===== src/hw/rtl/mfrag_pkg.sv =====
// mfrag_pkg: widths, register indexes, control word and status types and the
// microcode program of the message fragmenter.
// No dependencies; every other file of the block imports it.
`timescale 1ns / 1ps

package mfrag_pkg;

    localparam int LENGTH_BITS = 24;
    localparam int BODY_LEN_W  = 24;
    localparam int LEN_W       = (LENGTH_BITS < BODY_LEN_W) ? LENGTH_BITS : BODY_LEN_W;
    localparam int BYTE_W      = 8;
    localparam int SIZE_W      = 16;
    localparam int NUM_W       = LEN_W + 1;
    localparam int DIV_CNT_W   = $clog2(NUM_W + 1);
    localparam int CFG_W       = 16;
    localparam int CFG_IDX_W   = 2;
    localparam int STEP_W      = 5;

    localparam logic [CFG_IDX_W-1:0] REG_SINGLE_KIND = CFG_IDX_W'(0);
    localparam logic [CFG_IDX_W-1:0] REG_CHUNK_KIND  = CFG_IDX_W'(1);
    localparam logic [CFG_IDX_W-1:0] REG_MAX_BODY    = CFG_IDX_W'(2);

    localparam logic [BYTE_W-1:0] SINGLE_KIND_RST = BYTE_W'(0);
    localparam logic [BYTE_W-1:0] CHUNK_KIND_RST  = BYTE_W'(1);
    localparam logic [SIZE_W-1:0] MAX_BODY_RST    = SIZE_W'(1024);

    typedef enum logic [3:0] {
        C_NONE,
        C_ALWAYS,
        C_NO_INPUT,
        C_ZERO_LEN,
        C_NOT_FIRST,
        C_FITS,
        C_DIV_BUSY,
        C_SINGLE,
        C_FRAGS_DONE,
        C_MID_FRAG
    } cond_t;

    typedef enum logic [2:0] {
        SRC_SINGLE_KIND,
        SRC_CHUNK_KIND,
        SRC_TYPE,
        SRC_IDX_LO,
        SRC_IDX_HI,
        SRC_TOT_LO,
        SRC_TOT_HI,
        SRC_DATA
    } src_t;

    typedef enum logic [1:0] {
        END_ZERO,
        END_ONE,
        END_FRAG,
        END_MSG
    } endsel_t;

    typedef enum logic [2:0] {
        OP_NONE,
        OP_LATCH,
        OP_DIV_START,
        OP_LOAD_TOTAL,
        OP_SINGLE,
        OP_FRAG_ADV,
        OP_MSG_ADV,
        OP_CLEAR
    } op_t;

    typedef struct packed {
        logic              emit;
        src_t              src;
        endsel_t           end_sel;
        logic              last;
        cond_t             cond;
        logic [STEP_W-1:0] target;
        op_t               op;
    } ctrl_t;

    typedef struct packed {
        logic first;
        logic zero_len;
        logic fits;
        logic div_busy;
        logic single;
        logic frags_done;
        logic mid_frag;
        logic out_free;
    } stat_t;

    // program addresses
    localparam logic [STEP_W-1:0] A_IDLE    = STEP_W'(0);
    localparam logic [STEP_W-1:0] A_ZCHK    = STEP_W'(1);
    localparam logic [STEP_W-1:0] A_FCHK    = STEP_W'(2);
    localparam logic [STEP_W-1:0] A_FITCHK  = STEP_W'(3);
    localparam logic [STEP_W-1:0] A_DIVGO   = STEP_W'(4);
    localparam logic [STEP_W-1:0] A_DIVWAIT = STEP_W'(5);
    localparam logic [STEP_W-1:0] A_TOTAL   = STEP_W'(6);
    localparam logic [STEP_W-1:0] A_MODE    = STEP_W'(7);
    localparam logic [STEP_W-1:0] A_FRAGCHK = STEP_W'(8);
    localparam logic [STEP_W-1:0] A_HDRCHK  = STEP_W'(9);
    localparam logic [STEP_W-1:0] A_CH0     = STEP_W'(10);
    localparam logic [STEP_W-1:0] A_CH1     = STEP_W'(11);
    localparam logic [STEP_W-1:0] A_CH2     = STEP_W'(12);
    localparam logic [STEP_W-1:0] A_CH3     = STEP_W'(13);
    localparam logic [STEP_W-1:0] A_CH4     = STEP_W'(14);
    localparam logic [STEP_W-1:0] A_CH5     = STEP_W'(15);
    localparam logic [STEP_W-1:0] A_CBODY   = STEP_W'(16);
    localparam logic [STEP_W-1:0] A_SHDR0   = STEP_W'(17);
    localparam logic [STEP_W-1:0] A_SHDR1   = STEP_W'(18);
    localparam logic [STEP_W-1:0] A_SBODY   = STEP_W'(19);
    localparam logic [STEP_W-1:0] A_ZHDR0   = STEP_W'(20);
    localparam logic [STEP_W-1:0] A_ZHDR1   = STEP_W'(21);
    localparam logic [STEP_W-1:0] A_FINISH  = STEP_W'(22);

    function automatic ctrl_t cw_make(
        input logic              emit,
        input src_t              src,
        input endsel_t           end_sel,
        input logic              last,
        input cond_t             cond,
        input logic [STEP_W-1:0] target,
        input op_t               op
    );
        ctrl_t w;
        w.emit    = emit;
        w.src     = src;
        w.end_sel = end_sel;
        w.last    = last;
        w.cond    = cond;
        w.target  = target;
        w.op      = op;
        return w;
    endfunction

    // one control word per step; a true condition jumps to target, else falls through
    function automatic ctrl_t ucode_rom(input logic [STEP_W-1:0] step);
        ctrl_t w;
        unique case (step)
            A_IDLE:    w = cw_make(1'b0, SRC_DATA, END_ZERO, 1'b0, C_NO_INPUT, A_IDLE, OP_LATCH);
            A_ZCHK:    w = cw_make(1'b0, SRC_DATA, END_ZERO, 1'b0, C_ZERO_LEN, A_ZHDR0, OP_NONE);
            A_FCHK:    w = cw_make(1'b0, SRC_DATA, END_ZERO, 1'b0, C_NOT_FIRST, A_MODE, OP_NONE);
            A_FITCHK:  w = cw_make(1'b0, SRC_DATA, END_ZERO, 1'b0, C_FITS, A_SHDR0, OP_NONE);
            A_DIVGO:   w = cw_make(1'b0, SRC_DATA, END_ZERO, 1'b0, C_NONE, A_IDLE,
                                   OP_DIV_START);
            A_DIVWAIT: w = cw_make(1'b0, SRC_DATA, END_ZERO, 1'b0, C_DIV_BUSY, A_DIVWAIT,
                                   OP_NONE);
            A_TOTAL:   w = cw_make(1'b0, SRC_DATA, END_ZERO, 1'b0, C_NONE, A_IDLE,
                                   OP_LOAD_TOTAL);
            A_MODE:    w = cw_make(1'b0, SRC_DATA, END_ZERO, 1'b0, C_SINGLE, A_SBODY, OP_NONE);
            A_FRAGCHK: w = cw_make(1'b0, SRC_DATA, END_ZERO, 1'b0, C_FRAGS_DONE, A_FINISH,
                                   OP_NONE);
            A_HDRCHK:  w = cw_make(1'b0, SRC_DATA, END_ZERO, 1'b0, C_MID_FRAG, A_CBODY,
                                   OP_NONE);
            A_CH0:     w = cw_make(1'b1, SRC_CHUNK_KIND, END_ZERO, 1'b0, C_NONE, A_IDLE,
                                   OP_NONE);
            A_CH1:     w = cw_make(1'b1, SRC_TYPE, END_ZERO, 1'b0, C_NONE, A_IDLE, OP_NONE);
            A_CH2:     w = cw_make(1'b1, SRC_IDX_LO, END_ZERO, 1'b0, C_NONE, A_IDLE, OP_NONE);
            A_CH3:     w = cw_make(1'b1, SRC_IDX_HI, END_ZERO, 1'b0, C_NONE, A_IDLE, OP_NONE);
            A_CH4:     w = cw_make(1'b1, SRC_TOT_LO, END_ZERO, 1'b0, C_NONE, A_IDLE, OP_NONE);
            A_CH5:     w = cw_make(1'b1, SRC_TOT_HI, END_ZERO, 1'b0, C_NONE, A_IDLE, OP_NONE);
            A_CBODY:   w = cw_make(1'b1, SRC_DATA, END_FRAG, 1'b1, C_ALWAYS, A_FINISH,
                                   OP_FRAG_ADV);
            A_SHDR0:   w = cw_make(1'b1, SRC_SINGLE_KIND, END_ZERO, 1'b0, C_NONE, A_IDLE,
                                   OP_SINGLE);
            A_SHDR1:   w = cw_make(1'b1, SRC_TYPE, END_ZERO, 1'b0, C_NONE, A_IDLE, OP_NONE);
            A_SBODY:   w = cw_make(1'b1, SRC_DATA, END_MSG, 1'b1, C_ALWAYS, A_FINISH,
                                   OP_NONE);
            A_ZHDR0:   w = cw_make(1'b1, SRC_SINGLE_KIND, END_ZERO, 1'b0, C_NONE, A_IDLE,
                                   OP_NONE);
            A_ZHDR1:   w = cw_make(1'b1, SRC_TYPE, END_ONE, 1'b1, C_ALWAYS, A_IDLE, OP_CLEAR);
            A_FINISH:  w = cw_make(1'b0, SRC_DATA, END_ZERO, 1'b0, C_ALWAYS, A_IDLE,
                                   OP_MSG_ADV);
            default:   w = cw_make(1'b0, SRC_DATA, END_ZERO, 1'b0, C_ALWAYS, A_IDLE, OP_NONE);
        endcase
        return w;
    endfunction

endpackage


===== src/hw/rtl/mfrag_if.sv =====
// mfrag_in_if and mfrag_out_if: valid/ready channels for body bytes in and
// wire bytes out. Depends on mfrag_pkg for field widths.
`timescale 1ns / 1ps

interface mfrag_in_if import mfrag_pkg::*; ();
    logic                  valid;
    logic                  ready;
    logic [BYTE_W-1:0]     data_byte;
    logic [BYTE_W-1:0]     msg_type;
    logic [BODY_LEN_W-1:0] body_length;

    modport source (output valid, data_byte, msg_type, body_length, input ready);
    modport sink   (input valid, data_byte, msg_type, body_length, output ready);
endinterface

interface mfrag_out_if import mfrag_pkg::*; ();
    logic              valid;
    logic              ready;
    logic [BYTE_W-1:0] out_byte;
    logic              datagram_end;
    logic              run_last;

    modport source (output valid, out_byte, datagram_end, run_last, input ready);
    modport sink   (input valid, out_byte, datagram_end, run_last, output ready);
endinterface


===== src/hw/rtl/mfrag_div.sv =====
// mfrag_div: restoring divider, one quotient bit per cycle, for the fragment
// count. Depends on mfrag_pkg.
`timescale 1ns / 1ps

module mfrag_div import mfrag_pkg::*;
(
    input  logic              clk,
    input  logic              rst_n,
    input  logic              start,
    input  logic [NUM_W-1:0]  num,
    input  logic [SIZE_W-1:0] den,
    output logic              busy,
    output logic [SIZE_W-1:0] quot
);

    logic                 busy_reg, busy_next;
    logic [DIV_CNT_W-1:0] cnt_reg, cnt_next;
    logic [SIZE_W-1:0]    rem_reg, rem_next;
    logic [NUM_W-1:0]     q_reg, q_next;
    logic [SIZE_W:0]      trial;
    logic [SIZE_W:0]      diff;
    logic                 take;

    assign trial = {rem_reg, q_reg[NUM_W-1]};
    assign diff  = trial - {1'b0, den};
    assign take  = ~diff[SIZE_W];

    always_comb
    begin
        busy_next = busy_reg;
        cnt_next  = cnt_reg;
        rem_next  = rem_reg;
        q_next    = q_reg;
        if (start)
        begin
            busy_next = 1'b1;
            cnt_next  = DIV_CNT_W'(NUM_W);
            rem_next  = '0;
            q_next    = num;
        end
        else if (busy_reg)
        begin
            rem_next  = take ? diff[SIZE_W-1:0] : trial[SIZE_W-1:0];
            q_next    = {q_reg[NUM_W-2:0], take};
            cnt_next  = cnt_reg - DIV_CNT_W'(1);
            busy_next = (cnt_reg != DIV_CNT_W'(1));
        end
    end

    always_ff @(posedge clk or negedge rst_n)
    begin
        if (!rst_n)
        begin
            busy_reg <= 1'b0;
            cnt_reg  <= '0;
        end
        else
        begin
            busy_reg <= busy_next;
            cnt_reg  <= cnt_next;
        end
    end

    always_ff @(posedge clk)
    begin
        rem_reg <= rem_next;
        q_reg   <= q_next;
    end

    assign busy = busy_reg;
    assign quot = q_reg[SIZE_W-1:0];

endmodule


===== src/hw/rtl/mfrag_seq.sv =====
// mfrag_seq: step counter and microcode read-out with conditional jumps.
// Depends on mfrag_pkg for the control word, status and program.
`timescale 1ns / 1ps

module mfrag_seq import mfrag_pkg::*;
(
    input  logic  clk,
    input  logic  rst_n,
    input  logic  in_valid,
    input  stat_t stat,
    output ctrl_t cw,
    output logic  advance,
    output logic  in_ready
);

    logic [STEP_W-1:0] step_reg, step_next;
    logic              cond_true;

    assign cw       = ucode_rom(step_reg);
    assign in_ready = (cw.op == OP_LATCH);
    // an emitting step holds until the output register is free
    assign advance  = ~cw.emit | stat.out_free;

    always_comb
    begin
        unique case (cw.cond)
            C_NONE:       cond_true = 1'b0;
            C_ALWAYS:     cond_true = 1'b1;
            C_NO_INPUT:   cond_true = ~in_valid;
            C_ZERO_LEN:   cond_true = stat.first & stat.zero_len;
            C_NOT_FIRST:  cond_true = ~stat.first;
            C_FITS:       cond_true = stat.fits;
            C_DIV_BUSY:   cond_true = stat.div_busy;
            C_SINGLE:     cond_true = stat.single;
            C_FRAGS_DONE: cond_true = stat.frags_done;
            C_MID_FRAG:   cond_true = stat.mid_frag;
            default:      cond_true = 1'b0;
        endcase
    end

    always_comb
    begin
        if (!advance)
            step_next = step_reg;
        else if (cond_true)
            step_next = cw.target;
        else
            step_next = step_reg + STEP_W'(1);
    end

    always_ff @(posedge clk or negedge rst_n)
    begin
        if (!rst_n)
            step_reg <= A_IDLE;
        else
            step_reg <= step_next;
    end

endmodule


===== src/hw/rtl/mfrag_dp.sv =====
// mfrag_dp: message and fragment state, latched input word, byte select and
// output register, driven by the control word. Depends on mfrag_pkg, mfrag_div.
`timescale 1ns / 1ps

module mfrag_dp import mfrag_pkg::*;
(
    input  logic                  clk,
    input  logic                  rst_n,
    input  ctrl_t                 cw,
    input  logic                  advance,
    input  logic                  in_fire,
    input  logic [BYTE_W-1:0]     in_data,
    input  logic [BYTE_W-1:0]     in_type,
    input  logic [BODY_LEN_W-1:0] in_len,
    input  logic [BYTE_W-1:0]     single_kind,
    input  logic [BYTE_W-1:0]     chunk_kind,
    input  logic [SIZE_W-1:0]     size,
    input  logic                  out_ready,
    output stat_t                 stat,
    output logic                  out_valid,
    output logic [BYTE_W-1:0]     out_byte,
    output logic                  out_end,
    output logic                  out_last
);

    logic [BYTE_W-1:0] data_reg, data_next;
    logic [BYTE_W-1:0] type_reg, type_next;
    logic [LEN_W-1:0]  len_reg, len_next;

    logic [LEN_W-1:0]  pos_reg, pos_next;
    logic [SIZE_W-1:0] off_reg, off_next;
    logic [SIZE_W-1:0] idx_reg, idx_next;
    logic [SIZE_W-1:0] total_reg, total_next;
    logic              chunked_reg, chunked_next;

    logic              ov_reg, ov_next;
    logic [BYTE_W-1:0] ob_reg, ob_next;
    logic              oe_reg, oe_next;
    logic              ol_reg, ol_next;

    logic [LEN_W:0]    pos_inc;
    logic [SIZE_W:0]   off_inc;
    logic              msg_end;
    logic              frag_end;
    logic [NUM_W-1:0]  div_num;
    logic              div_busy;
    logic [SIZE_W-1:0] div_quot;
    logic              load_out;
    logic [BYTE_W-1:0] sel_byte;
    logic              sel_end;

    assign pos_inc  = {1'b0, pos_reg} + (LEN_W+1)'(1);
    assign off_inc  = {1'b0, off_reg} + (SIZE_W+1)'(1);
    assign msg_end  = (pos_inc >= {1'b0, len_reg});
    assign frag_end = (off_inc >= {1'b0, size}) | msg_end;

    // ceil(len / size) as (len + size - 1) / size
    assign div_num = NUM_W'(len_reg) + NUM_W'(size) - NUM_W'(1);

    mfrag_div u_div (
        .clk   (clk),
        .rst_n (rst_n),
        .start (cw.op == OP_DIV_START),
        .num   (div_num),
        .den   (size),
        .busy  (div_busy),
        .quot  (div_quot)
    );

    assign stat.first      = (pos_reg == '0);
    assign stat.zero_len   = (len_reg == '0);
    assign stat.fits       = (len_reg <= LEN_W'(size));
    assign stat.div_busy   = div_busy;
    assign stat.single     = ~chunked_reg;
    assign stat.frags_done = (idx_reg >= total_reg);
    assign stat.mid_frag   = (off_reg != '0);
    assign stat.out_free   = ~ov_reg | out_ready;

    always_comb
    begin
        data_next    = data_reg;
        type_next    = type_reg;
        len_next     = len_reg;
        pos_next     = pos_reg;
        off_next     = off_reg;
        idx_next     = idx_reg;
        total_next   = total_reg;
        chunked_next = chunked_reg;
        unique case (cw.op)
            OP_LATCH:
            begin
                if (in_fire)
                begin
                    data_next = in_data;
                    type_next = in_type;
                    len_next  = in_len[LEN_W-1:0];
                end
            end
            OP_DIV_START:
            begin
                chunked_next = 1'b1;
                idx_next     = '0;
                off_next     = '0;
            end
            OP_LOAD_TOTAL:
                total_next = div_quot;
            OP_SINGLE:
            begin
                if (advance)
                    chunked_next = 1'b0;
            end
            OP_FRAG_ADV:
            begin
                if (advance)
                begin
                    if (frag_end)
                    begin
                        idx_next = idx_reg + SIZE_W'(1);
                        off_next = '0;
                    end
                    else
                        off_next = off_inc[SIZE_W-1:0];
                end
            end
            OP_MSG_ADV:
            begin
                if (msg_end)
                begin
                    pos_next     = '0;
                    off_next     = '0;
                    idx_next     = '0;
                    total_next   = '0;
                    chunked_next = 1'b0;
                end
                else
                    pos_next = pos_inc[LEN_W-1:0];
            end
            OP_CLEAR:
            begin
                if (advance)
                begin
                    pos_next     = '0;
                    off_next     = '0;
                    idx_next     = '0;
                    total_next   = '0;
                    chunked_next = 1'b0;
                end
            end
            default:
            begin
            end
        endcase
    end

    always_comb
    begin
        case (cw.src)
            SRC_SINGLE_KIND: sel_byte = single_kind;
            SRC_CHUNK_KIND:  sel_byte = chunk_kind;
            SRC_TYPE:        sel_byte = type_reg;
            SRC_IDX_LO:      sel_byte = idx_reg[BYTE_W-1:0];
            SRC_IDX_HI:      sel_byte = idx_reg[SIZE_W-1:BYTE_W];
            SRC_TOT_LO:      sel_byte = total_reg[BYTE_W-1:0];
            SRC_TOT_HI:      sel_byte = total_reg[SIZE_W-1:BYTE_W];
            default:         sel_byte = data_reg;
        endcase
        case (cw.end_sel)
            END_ONE:  sel_end = 1'b1;
            END_FRAG: sel_end = frag_end;
            END_MSG:  sel_end = msg_end;
            default:  sel_end = 1'b0;
        endcase
    end

    assign load_out = cw.emit & advance;

    always_comb
    begin
        ob_next = ob_reg;
        oe_next = oe_reg;
        ol_next = ol_reg;
        if (load_out)
        begin
            ov_next = 1'b1;
            ob_next = sel_byte;
            oe_next = sel_end;
            ol_next = cw.last;
        end
        else if (out_ready)
            ov_next = 1'b0;
        else
            ov_next = ov_reg;
    end

    always_ff @(posedge clk or negedge rst_n)
    begin
        if (!rst_n)
        begin
            pos_reg     <= '0;
            off_reg     <= '0;
            idx_reg     <= '0;
            total_reg   <= '0;
            chunked_reg <= 1'b0;
            ov_reg      <= 1'b0;
        end
        else
        begin
            pos_reg     <= pos_next;
            off_reg     <= off_next;
            idx_reg     <= idx_next;
            total_reg   <= total_next;
            chunked_reg <= chunked_next;
            ov_reg      <= ov_next;
        end
    end

    always_ff @(posedge clk)
    begin
        data_reg <= data_next;
        type_reg <= type_next;
        len_reg  <= len_next;
        ob_reg   <= ob_next;
        oe_reg   <= oe_next;
        ol_reg   <= ol_next;
    end

    assign out_valid = ov_reg;
    assign out_byte  = ob_reg;
    assign out_end   = oe_reg;
    assign out_last  = ol_reg;

endmodule


===== src/hw/rtl/message_fragmenter_with_headers.sv =====
// message_fragmenter_with_headers: top level; configuration registers, the
// microcode sequencer and the datapath. Depends on mfrag_pkg, mfrag_if,
// mfrag_seq, mfrag_dp.
//
//  channel  dir  handshake       payload
//  rx       in   valid/ready     data_byte, msg_type, body_length
//  tx       out  valid/ready     out_byte, datagram_end, run_last
//  cfg      in   cfg_we          cfg_index, cfg_wdata
//
// each emitted byte is one microcode step; a fragment start adds 6 header steps,
// and the first byte of a fragmented message first runs the divider over NUM_W
// quotient bits for the fragment count
// the sequencer holds on any emit step while the output register is full and not taken
// reset puts the sequencer at its idle step and clears the message position, fragment and output-valid state
`timescale 1ns / 1ps

module message_fragmenter_with_headers import mfrag_pkg::*;
(
    input  logic                 clk,
    input  logic                 rst_n,
    input  logic                 cfg_we,
    input  logic [CFG_IDX_W-1:0] cfg_index,
    input  logic [CFG_W-1:0]     cfg_wdata,
    mfrag_in_if.sink             rx,
    mfrag_out_if.source          tx
);

    logic [BYTE_W-1:0] single_kind_reg, single_kind_next;
    logic [BYTE_W-1:0] chunk_kind_reg, chunk_kind_next;
    logic [SIZE_W-1:0] max_body_reg, max_body_next;
    logic [SIZE_W-1:0] size_eff;

    ctrl_t cw;
    stat_t stat;
    logic  advance;
    logic  in_ready;

    always_comb
    begin
        single_kind_next = single_kind_reg;
        chunk_kind_next  = chunk_kind_reg;
        max_body_next    = max_body_reg;
        if (cfg_we)
        begin
            unique case (cfg_index)
                REG_SINGLE_KIND: single_kind_next = cfg_wdata[BYTE_W-1:0];
                REG_CHUNK_KIND:  chunk_kind_next  = cfg_wdata[BYTE_W-1:0];
                REG_MAX_BODY:    max_body_next    = cfg_wdata[SIZE_W-1:0];
                default:
                begin
                end
            endcase
        end
    end

    always_ff @(posedge clk or negedge rst_n)
    begin
        if (!rst_n)
        begin
            single_kind_reg <= SINGLE_KIND_RST;
            chunk_kind_reg  <= CHUNK_KIND_RST;
            max_body_reg    <= MAX_BODY_RST;
        end
        else
        begin
            single_kind_reg <= single_kind_next;
            chunk_kind_reg  <= chunk_kind_next;
            max_body_reg    <= max_body_next;
        end
    end

    // a size of zero counts as one
    assign size_eff = (max_body_reg == '0) ? SIZE_W'(1) : max_body_reg;

    mfrag_seq u_seq (
        .clk      (clk),
        .rst_n    (rst_n),
        .in_valid (rx.valid),
        .stat     (stat),
        .cw       (cw),
        .advance  (advance),
        .in_ready (in_ready)
    );

    mfrag_dp u_dp (
        .clk         (clk),
        .rst_n       (rst_n),
        .cw          (cw),
        .advance     (advance),
        .in_fire     (rx.valid & in_ready),
        .in_data     (rx.data_byte),
        .in_type     (rx.msg_type),
        .in_len      (rx.body_length),
        .single_kind (single_kind_reg),
        .chunk_kind  (chunk_kind_reg),
        .size        (size_eff),
        .out_ready   (tx.ready),
        .stat        (stat),
        .out_valid   (tx.valid),
        .out_byte    (tx.out_byte),
        .out_end     (tx.datagram_end),
        .out_last    (tx.run_last)
    );

    assign rx.ready = in_ready;

endmodule


===== src/flat_wrapper.sv =====
// flat-port wrapper written by rule: the top's interface ports become plain ports
module message_fragmenter_with_headers_flat import mfrag_pkg::*;
  (clk, rst_n, cfg_we, cfg_index, cfg_wdata, rx_valid, rx_data_byte, rx_msg_type, rx_body_length, rx_ready, tx_valid, tx_out_byte, tx_datagram_end, tx_run_last, tx_ready);
  mfrag_in_if rx_i ();
  mfrag_out_if tx_i ();
  input  logic clk;
  input  logic rst_n;
  input  logic cfg_we;
  input  logic [CFG_IDX_W-1:0] cfg_index;
  input  logic [CFG_W-1:0] cfg_wdata;
  input wire logic [$bits(rx_i.valid)-1:0] rx_valid;
  input wire logic [$bits(rx_i.data_byte)-1:0] rx_data_byte;
  input wire logic [$bits(rx_i.msg_type)-1:0] rx_msg_type;
  input wire logic [$bits(rx_i.body_length)-1:0] rx_body_length;
  output wire logic [$bits(rx_i.ready)-1:0] rx_ready;
  output wire logic [$bits(tx_i.valid)-1:0] tx_valid;
  output wire logic [$bits(tx_i.out_byte)-1:0] tx_out_byte;
  output wire logic [$bits(tx_i.datagram_end)-1:0] tx_datagram_end;
  output wire logic [$bits(tx_i.run_last)-1:0] tx_run_last;
  input wire logic [$bits(tx_i.ready)-1:0] tx_ready;
  assign rx_i.valid = rx_valid;
  assign rx_i.data_byte = rx_data_byte;
  assign rx_i.msg_type = rx_msg_type;
  assign rx_i.body_length = rx_body_length;
  assign rx_ready = rx_i.ready;
  assign tx_valid = tx_i.valid;
  assign tx_out_byte = tx_i.out_byte;
  assign tx_datagram_end = tx_i.datagram_end;
  assign tx_run_last = tx_i.run_last;
  assign tx_i.ready = tx_ready;
  message_fragmenter_with_headers u_core (.clk(clk), .rst_n(rst_n), .cfg_we(cfg_we), .cfg_index(cfg_index), .cfg_wdata(cfg_wdata), .rx(rx_i), .tx(tx_i));
endmodule

===== config.mk =====
export PLATFORM = sky130hd
export DESIGN_NAME = message_fragmenter_with_headers_flat
export DESIGN_NICKNAME = d
export VERILOG_FILES = /design/src/hw/rtl/mfrag_pkg.sv /design/src/hw/rtl/mfrag_if.sv /design/src/hw/rtl/mfrag_div.sv /design/src/hw/rtl/mfrag_seq.sv /design/src/hw/rtl/mfrag_dp.sv /design/src/hw/rtl/message_fragmenter_with_headers.sv /design/src/flat_wrapper.sv
export SDC_FILE = /design/constraint.sdc
export NUM_CORES = 1
export LEC_CHECK = 0
export BUFFER_PORTS_ARGS = -buffer_cell sky130_fd_sc_hd__buf_2
export CAP_MARGIN = 25
export CORE_UTILIZATION = 30
export CTS_BUF_LIST = sky130_fd_sc_hd__clkbuf_4
export CTS_CLUSTER_DIAMETER = 60
export CTS_CLUSTER_SIZE = 8
export DETAILED_ROUTE_END_ITERATION = 8
export PLACE_DENSITY = 0.55
export SETUP_SLACK_MARGIN = 0.3
export SYNTH_ARGS = -nofsm -noshare
export SYNTH_HDL_FRONTEND = slang
export SYNTH_SLANG_ARGS = --single-unit

===== constraint.sdc =====
create_clock -name clk -period 5.05 [get_ports clk]
set_input_delay 0.7575 -clock clk [delete_from_list [all_inputs] [get_ports clk]]
set_output_delay 0.7575 -clock clk [all_outputs]
set_load 0.01 [all_outputs]

# Word-level counts from Yosys, hierarchy flattened
# Memory sizes are Yosys's and may differ from the RTL's.
# Cells that the tools add are included.
# totals
regBits,208
romBits,576
n_memories,1
# classes
add_sub_neg,8
n_lt_le_gt_ge,4
n_eq_ne,33
mux,29
bitwise,12
n_reduce_logical,22
# memory_table
memory,depth,word_bits,rd,rd_clocked_by_memory_dff,wr,line,rtl
(name not given),32,18,1,0,0,mfrag_pkg.sv:138,unique case (step)
# op_table
operator,n
16-bit two-way mux,8
16-bit one-hot mux with 4 select lines,2
8-bit one-hot mux with 7 select lines,1
25-bit two-way mux,2
24-bit logical NOT,2
24-bit two-way mux,2
16-bit one-hot mux with 3 select lines,1
24-bit one-hot mux with 2 select lines,1
"24-bit by 1-bit adder with 25-bit output, second input constant",1
24-bit by 16-bit adder with 25-bit output,1
25-bit by 24-bit greater-or-equal comparator with 1-bit output,1
"25-bit by 1-bit subtractor with 25-bit output, second input constant",1
24-bit by 16-bit <= comparator with 1-bit output,1
"3-bit equality test, second input constant",7
"16-bit by 1-bit adder with 17-bit output, second input constant",1
17-bit by 16-bit greater-or-equal comparator with 1-bit output,1
17-bit by 16-bit subtractor with 17-bit output,1
"16-bit by 1-bit adder with 16-bit output, second input constant",1
"4-bit by 3-bit equality test with 1-bit output, second input constant",4
16-bit greater-or-equal comparator,1
16-bit logical NOT,1
16-bit nonzero test,1
5-bit two-way mux,3
"3-bit by 2-bit equality test with 1-bit output, second input constant",4
27 further kinds,59

# Logic depth before layout (Yosys ltp)
# Gate-level depths: netlist of the first run.
# depth
word_depth,7
depth_mapped,19
ltp_nobuf,16

# Modules after synthesis
# From an unflattened synthesis of the first run, not the netlist that was laid out.
# unflattened
hier_cells,1546
hier_area_um2,14828.0
# by_module_without_submodules
mod,instances,cells_per_inst,area_each_um2,seq_area_each_um2
mfrag_dp,1,1024,9495.4,3353.2
mfrag_div,1,306,3075.4,1221.2
message_fragmenter_with_headers,1,89,1321.3,803.3
mfrag_seq,1,127,935.9,125.1

# Worst setup path after synthesis of the first run
# Ideal clock, no wire load.
# synth_timing
kind,register to register
from,register u_core.u_dp.pos_reg[0]
to,register u_core.u_dp.idx_reg[11]
arrival_ps,3874
required_ps,4972
path_slack_ps,1098
stages_incl_launch_ff,18
synth_period_minus_slack_ps,3952
path_cell_list,dfrtp_1 -> ha_1 -> nand3_1 -> nor3_2 -> and3_1 -> nand3_1 -> xnor2_1 -> ha_1 -> a21o_1 -> a21oi_1 -> o21ai_0 -> a221o_1 -> a221oi_1 -> and4_1 -> buf_2 -> clkbuf_1 -> o31ai_1 -> a21oi_1
# synth_via
elab_chain_len,5
# synth_lines
item,line,rtl
start: declaration,mfrag_dp.sv:30,"logic [LEN_W-1:0] pos_reg, pos_next;"
start signal: assignment,mfrag_dp.sv:208,pos_reg <= pos_next;
24-bit by 1-bit adder with 25-bit output (*),mfrag_dp.sv:52,"assign pos_inc = {1'b0, pos_reg} + (LEN_W+1)'(1);"
25-bit by 24-bit greater-or-equal comparator with 1-bit output (*),mfrag_dp.sv:54,"assign msg_end = (pos_inc >= {1'b0, len_reg});"
1-bit OR,mfrag_dp.sv:55,"assign frag_end = (off_inc >= {1'b0, size}) | msg_end;"
2-bit != test (no line),n/a,
5-bit AND reduction (no line) (*),n/a,
end signal: assignment,mfrag_dp.sv:210,idx_reg <= idx_next;
end: declaration,mfrag_dp.sv:32,"logic [SIZE_W-1:0] idx_reg, idx_next;"
# Mark *: on every way between the ends. The rest lies on a longest branch, timed or not.
# A chain may end at the register's enable or synchronous reset.

# Final worst setup path of the first run
# layout_timing
from,register u_core.u_dp.pos_reg[0]
to,register u_core.u_dp.idx_reg[10]
# The elaborated chain is that of the path after synthesis.

==> results.md, run 1 <==
- Number of distinct library cell variants in the gate-level netlist after synthesis: between 80 and 90
- Buffer cell driving the clock tree root: sky130_fd_sc_hd__clkbuf_4
- Routability-driven placement congestion ratio: 0.861
- Peak fanout along the critical path: 31
- Total track usage: approximately 17%
- Logic pwr share: 54.9%
- Final Hold Vio Count: 0
- Data required, critical path: 5670 ps
- Synthesized instance count: 1529
- Critical Path, Cell by Cell: nand3_1, nor2_1, and3_1, and3_1, nand2_1, nor2_1, xor2_1, ha_1, nand4_1, nor4_2, a221o_1, a221oi_1, buf_4, and4_1, buf_4, or4b_2, a21oi_1
- Number of DRC violations after detailed-routing iteration 0: 864
- Footprint of the multi-input gates: 8130 um2
- Result of the run: finished, violations left
- Total number of vias: around 12000
- Via-to-Cell Ratio: roughly 5.3
- Worst r2r dst: u_core.u_dp.idx_reg[10]
- Standby leakage power: 7.15 nW
- Number of routed nets with antenna violations: 0
- Worst voltage drop across the vdd grid: approximately 250 uV
- Internal power: a little over 5 mW
- Total negative setup slack: 0 ps
- Least-Margin Pin Slew: just under 1000 ps
- Synthesized net count: approximately 1700
- Total area of sequential cells: 5500 um2
- Register-to-register setup slack: 630 ps
- Width of the die: approximately 220 um
- Wire length of the first global-routing pass: 64300 um
- Kind of launch point of the worst setup path: register
- Proportion of synthesized chip area in sequential cells: between 30 and 40%
- Average instance area after synthesis: ~9.4 um2
- Critical-path cell with the highest stage delay: sky130_fd_sc_hd__or4b_2
- Kind of cell adding the most delay to the critical path: simple AND/OR/NAND/NOR gates
- Max-cap violation count: 0
- Rel. slew slack: between 30% and 40%
- Net Sw Power: approximately 4.2 mW
- Final WS setup: between 600 and 700 ps
- Number of buffers added by the clock tree synthesis step: 34
- Fraction of registers with async set/reset: about 56%
- Commonest register cell after synthesis: sky130_fd_sc_hd__dfrtp_1
- Part of the cycle the worst path needs: between 80 and 90%
- Number of H-tree levels: 2
- Biggest cell delay along the critical path: approximately 650 ps
- Sequential share of power: 31.4%
- Pins over their slew limit: 0
- Pre-CTS setup slack: between 600 and 700 ps
- Area growth syn-to-layout: 11.4%
- Switching share of power: between 40% and 50%
- Type of the worst setup path: reg2reg
- Clock insertion delay at the later pin of the skew report: about 710 ps
- Number of enable flip-flop cells after synthesis: 75
- Register bit total from synthesis: between 200 and 250
- Die area: about 49000 um2
- Via count of the first global-routing pass: 11517
- Worst hold path class: in2reg
- Portion of total power attributed to the clock network: between 10% and 20%
- Initial antenna violation count: 2
- Maximum clock frequency: 226 MHz
- CTS sink cnt: ~210
- Unrepaired setup endpoints after global routing: no
- Fraction of layout cells with a size suffix above 1: about 14%
- Final-stage net count: between 1500 and 2000
- Input/output buffers: 74
- Crit path arrival time: ~5100 ps
- Routed length per instance: between 15 and 20 um
- Clock Skews: 74.5 ps
- Initial Utilization: a little under a third
- Post-CTS setup repair buffer count: 0
- Violated checks: design-rule violations
- Largest register FFs: 25
- Critical Path Sink Type: register
- DRC violation count after routing: 7
- Clock tree from TritonCTS: built
- Total power divided by cell area: 581 nW/um2
- Cell total after placement: 2172
- Die height: 221 um
- Clock-pin slew on the worst setup and hold paths: approximately 110 ps
- Final setup viols: 0
- Std cell rows: ~80
- Top Ports: between 70 and 80
- Synth Warn #: 0
- Hold Path Depth: 1
- Estimated wirelength of the detail-placed design: just over 30000 um
- Beginning of the worst register-to-register path: u_core.u_dp.pos_reg[0]
- GRT Residual Overflow: 0
- Routed WL: a little over 40000 um
- Non-filler instance count after layout: approximately 2200
- Floorplan core area: between 40000 and 50000 um2
- Most frequent standard cell in the layout excluding fill and tap cells: sky130_fd_sc_hd__nand2_1
- Filler Cell Count: between 4000 and 5000
- Most frequent cells in the layout: sky130_fd_sc_hd__nand2_1 (153), sky130_fd_sc_hd__ha_1 (146), sky130_fd_sc_hd__inv_1 (124)
- Summed instance area of the synthesized netlist: between 10000 and 15000 um2
- Shortest clock period the worst path allows after layout: between 4000 and 5000 ps
- Buffers from clock root to sink, at most: 3
- Worst reg-to-reg path cell count: 17
- Pin count of the biggest net entering global routing: 62
- Number of iterations in the first detailed-routing pass: 7
- Source of the worst hold timing path: rx_data_byte[1]
- CP Buf/Inv Count: 2
- Hold Path End: u_core.u_dp.data_reg[1]
[final cells by class]
cell class | count | share of cell area (%)
Clock inverter | 8 | 0.596
Sequential cell | 208 | 34.5
Inverter | 125 | 2.94
Clock buffer | 54 | 2.54
Antenna cell | 1 | 0.0157
Multi-Input combinational cell | 1131 | 50.9
Tap cell | 607 | 4.76
Timing Repair Buffer | 102 | 3.79
[worst max path at each step]
| stage | start | to | slack, ps | depth (start not counted) |
|---|---|---|---|---|
| finish | u_core.u_dp.pos_reg[0] | u_core.u_dp.idx_reg[10] | 630 | 17 |
| global route | u_core.u_dp.pos_reg[2] | u_core.u_dp.idx_reg[10] | 340 | 17 |
| CTS | u_core.u_dp.pos_reg[3] | u_core.u_dp.idx_reg[10] | 620 | 17 |
| detailed placement | u_core.u_dp.pos_reg[0] | u_core.u_dp.idx_reg[10] | 620 | 17 |
| global placement | u_core.u_dp.pos_reg[0] | u_core.u_dp.idx_reg[13] | 620 | 15 |
| floorplan | u_core.u_dp.pos_reg[0] | u_core.u_dp.idx_reg[11] | 1100 | 17 |
[power by group through the flow]
stage                     Clock, mW  Combinational, mW  Sequential [mW]
after CTS                      1.33               5.08             2.92
final                          1.27               5.09             2.92
after global placement            0               4.95             2.95
after floorplan                   0               3.85             2.72
after detailed placement          0               5.05             2.95
after global routing           1.39               5.72             2.99
[cell usage after synthesis, types with 6 or more instances]
cell | number | area (um2)
sky130_fd_sc_hd__o21a_1 | 16 | 120
sky130_fd_sc_hd__nand2b_1 | 16 | 100
sky130_fd_sc_hd__xor2_1 | 23 | 201
sky130_fd_sc_hd__a211oi_1 | 11 | 82.6
sky130_fd_sc_hd__o21ai_0 | 70 | 350
sky130_fd_sc_hd__clkbuf_1 | 45 | 169
sky130_fd_sc_hd__nor3_1 | 30 | 150
sky130_fd_sc_hd__ha_1 | 146 | 1830
sky130_fd_sc_hd__o2111ai_1 | 7 | 61.3
sky130_fd_sc_hd__xnor2_1 | 37 | 324
sky130_fd_sc_hd__a31oi_1 | 12 | 75.1
sky130_fd_sc_hd__nor4_1 | 21 | 131
sky130_fd_sc_hd__o211ai_1 | 8 | 60.1
sky130_fd_sc_hd__mux2_2 | 37 | 417
sky130_fd_sc_hd__dfxtp_1 | 16 | 320
sky130_fd_sc_hd__o31ai_1 | 23 | 173
sky130_fd_sc_hd__edfxtp_1 | 75 | 2250
sky130_fd_sc_hd__o22ai_1 | 12 | 75.1
sky130_fd_sc_hd__nand4_1 | 26 | 163
sky130_fd_sc_hd__a32o_1 | 7 | 70.1
sky130_fd_sc_hd__buf_2 | 17 | 85.1
sky130_fd_sc_hd__or4_1 | 19 | 143
sky130_fd_sc_hd__inv_1 | 124 | 465
sky130_fd_sc_hd__o21ai_1 | 6 | 30.0
sky130_fd_sc_hd__and3_1 | 23 | 144
sky130_fd_sc_hd__a22o_1 | 8 | 70.1
sky130_fd_sc_hd__nand2_1 | 154 | 578
sky130_fd_sc_hd__nand3_1 | 57 | 285
sky130_fd_sc_hd__dfrtp_1 | 115 | 2880
sky130_fd_sc_hd__o21bai_1 | 12 | 90.1
sky130_fd_sc_hd__a221oi_1 | 7 | 61.3
sky130_fd_sc_hd__a21o_1 | 21 | 158
sky130_fd_sc_hd__and2_1 | 7 | 43.8
sky130_fd_sc_hd__mux2i_1 | 39 | 390
sky130_fd_sc_hd__a21oi_1 | 91 | 455
sky130_fd_sc_hd__nor2_1 | 71 | 267
sky130_fd_sc_hd__nor2b_1 | 15 | 93.8
[metal layers]
metal	track usage (%)	vias up	part of all wire, %
li1	-	5771	-
met1	23.4	5727	48
met2	27.2	269	45
met3	2.65	60	4.5
met4	5.09	0	2.4
met5	0	-	0
[repair_timing]
item | in CTS | in global routing
gates resized for setup | 0 | 4
hold buffers | 1 | 0
hold endpoints to repair | 9 | 0
endpoints found under the setup margin | 0 | 14
[stage by stage]
stage | instance area (um2) | util (%) | total power [mW] | hold WS [ps]
2_1_floorplan | 14300 | - | 6.56 | 449
3_3_place_gp | 15400 | 32.8 | 7.90 | 461
3_5_place_dp | 15400 | 32.9 | 8.00 | 465
4_1_cts | 15900 | 34.0 | 9.32 | 153
5_1_grt | 16000 | 34.1 | 10.1 | 183
6_report | 16000 | 34.1 | 9.28 | 223
[kinds of logic after synthesis]
kind of cell,share of synthesized area (%)
and+or+nand+nor,16.9
AOI/OAI and AO/OA,17.2
DFF,38.4
buffers and inverters,5.20
adders and majority gates,13.0
muxes,5.63
xor gates and xnor gates,3.67
Power figures use the tool's default switching activity.
==> inputs of run 2 (changes only) <==
--- a/config.mk
+++ b/config.mk
@@ -7,9 +7,9 @@
 export LEC_CHECK = 0
 export BUFFER_PORTS_ARGS = -buffer_cell sky130_fd_sc_hd__buf_2
 export CAP_MARGIN = 25
+export CORE_ASPECT_RATIO = 1.25
 export CORE_UTILIZATION = 30
 export CTS_BUF_LIST = sky130_fd_sc_hd__clkbuf_4
-export CTS_CLUSTER_DIAMETER = 60
 export CTS_CLUSTER_SIZE = 8
 export DETAILED_ROUTE_END_ITERATION = 8
 export PLACE_DENSITY = 0.55
==> results.md, run 2 (synthesized netlist as in run 1, its figures left out) <==
- Critical Path, Cell by Cell: ha_1, nand3_1, nor3_4, and3_1, nand3_1, xnor2_1, ha_1, nand4_1, nor4_2, a221o_1, a221oi_1, buf_4, and4_1, buf_4, or4b_2, a21oi_1
- Maximum clock frequency: between 200 and 250 MHz
- Wire length of the first global-routing pass: roughly 66000 um
- Final Hold Vio Count: 0
- Initial antenna violation count: 2
- Routed length per instance: approximately 18 um
- Hold Path End: u_core.u_dp.data_reg[1]
- Pins over their slew limit: 0
- Final-stage net count: 1837
- Number of buffers added by the clock tree synthesis step: 60
- Non-filler instance count after layout: 2313
- Worst r2r dst: u_core.u_dp.idx_reg[10]
- Initial Utilization: a little under a third
- Filler Cell Count: just under 5000
- Kind of launch point of the worst setup path: register
- Total number of vias: ~12000
- Post-route cell area: ~16000 um2
- Std cell rows: 89
- Type of the worst setup path: reg2reg
- GRT Residual Overflow: 0
- Worst reg-to-reg path cell count: 16
- Least-Margin Pin Slew: around 900 ps
- Largest register FFs: 25
- Die height: between 200 and 250 um
- Total area of sequential cells: around 5500 um2
- Input/output buffers: 74
- Result of the run: finished, final reports clean
- Post-CTS setup repair buffer count: 0
- Number of H-tree levels: 2
- Utilization after layout: between 30% and 40%
- Hold Path Depth: 1
- Total power divided by cell area: slightly below 600 nW/um2
- Peak fanout along the critical path: 31
- Shortest clock period the worst path allows after layout: 4480 ps
- Worst hold path class: in2reg
- Register-to-register setup slack: around 570 ps
- Data required, critical path: around 5700 ps
- Number of routed nets with antenna violations: 0
- CP Buf/Inv Count: 2
- Kind of cell adding the most delay to the critical path: simple AND/OR/NAND/NOR gates
- Routability-driven placement congestion ratio: between 0.9 and 1
- DRC violation count after routing: 0
- Floorplan core area: approximately 47000 um2
- Clock-pin slew on the worst setup and hold paths: about 70 ps
- Via-to-Cell Ratio: between 5 and 6
- Footprint of the multi-input gates: around 8100 um2
- Buffers from clock root to sink, at most: 3
- Most frequent cells in the layout: sky130_fd_sc_hd__nand2_1 (153), sky130_fd_sc_hd__ha_1 (146), sky130_fd_sc_hd__inv_1 (124)
- Crit path arrival time: just over 5000 ps
- Die area: approximately 50000 um2
- Buffer cell driving the clock tree root: sky130_fd_sc_hd__clkbuf_4
- Area growth syn-to-layout: 13.7%
- Unrepaired setup endpoints after global routing: no
- Most frequent standard cell in the layout excluding fill and tap cells: sky130_fd_sc_hd__nand2_1
- Rel. slew slack: between 30% and 40%
- Number of iterations in the first detailed-routing pass: 5
- Number of DRC violations after detailed-routing iteration 0: around 750
- Critical Path Sink Type: register
- Part of the cycle the worst path needs: about nine tenths
- Total negative setup slack: 0 ps
- Fraction of layout cells with a size suffix above 1: around 16%
- Top Ports: between 70 and 80
- Standby leakage power: approximately 7.3 nW
- Total track usage: between 10% and 20%
- CTS sink cnt: roughly 210
- Max-cap violation count: 0
- Pin count of the biggest net entering global routing: 71
- Clock Skews: 79.1 ps
- Cell total after placement: 2199
- Final setup viols: 0
- Routed WL: ~42000 um
- Width of the die: 197 um
- Clock insertion delay at the later pin of the skew report: about 840 ps
- Source of the worst hold timing path: rx_data_byte[1]
- Via count of the first global-routing pass: between 10000 and 15000
- Worst voltage drop across the vdd grid: about 190 uV
- Estimated wirelength of the detail-placed design: ~31000 um
- Cell area after placement: between 15000 and 20000 um2
- Clock tree from TritonCTS: built
- Beginning of the worst register-to-register path: u_core.u_dp.pos_reg[0]
- Biggest cell delay along the critical path: around 650 ps
- Critical-path cell with the highest stage delay: sky130_fd_sc_hd__or4b_2
run 2: through the flow:
stage	total power, mW	setup WS, ps	hold slack (ps)
finish	9.68	567	93.2
global route	10.5	280	24.7
CTS	9.74	406	2.56
detailed placement	8.01	493	479
global placement	7.91	609	477
floorplan	6.56	1100	449
run 2: power breakdown:
part	internal (mW)	switching, mW	total (mW)
clock	0.855	0.803	1.66
sequential	2.43	0.481	2.91
combinational	2.02	3.09	5.11
run 2: worst max-delay path by stage:
stage,startpoint,end,slack [ps],depth (start not counted)
final,u_core.u_dp.pos_reg[0],u_core.u_dp.idx_reg[10],570,16
after global routing,u_core.u_dp.pos_reg[0],u_core.u_dp.idx_reg[10],280,16
after CTS,u_core.u_dp.pos_reg[0],u_core.u_dp.idx_reg[10],410,16
after detailed placement,u_core.u_dp.pos_reg[0],u_core.u_dp.idx_reg[10],490,16
after global placement,u_core.u_dp.pos_reg[0],u_core.u_dp.pos_reg[16],610,16
after floorplan,u_core.u_dp.pos_reg[0],u_core.u_dp.idx_reg[11],1100,17
run 2: what timing repair did:
| item | in CTS | in global routing |
|---|---|---|
| endpoints found under the hold margin | 29 | 0 |
| gates resized for setup | 0 | 7 |
| hold buffers | 1 | 0 |
| setup endpoints to repair | 0 | 27 |
run 2: cell type report:
class | instances | area share [%]
Tap cell | 637 | 4.89
Clock buffer | 95 | 4.38
Clock inverter | 15 | 0.492
Inverter | 125 | 2.88
Antenna cell | 2 | 0.0307
Multi-Input combinational cell | 1131 | 49.9
Sequential cell | 208 | 33.8
Timing Repair Buffer | 100 | 3.65
run 2: per-layer routing:
layer	routed length, um	global-route usage, %	vias to the layer above
li1	-	-	5835
met1	17800	20.7	5841
met2	20100	29.8	296
met3	1840	2.90	114
met4	2400	10.4	0
met5	0	0	-
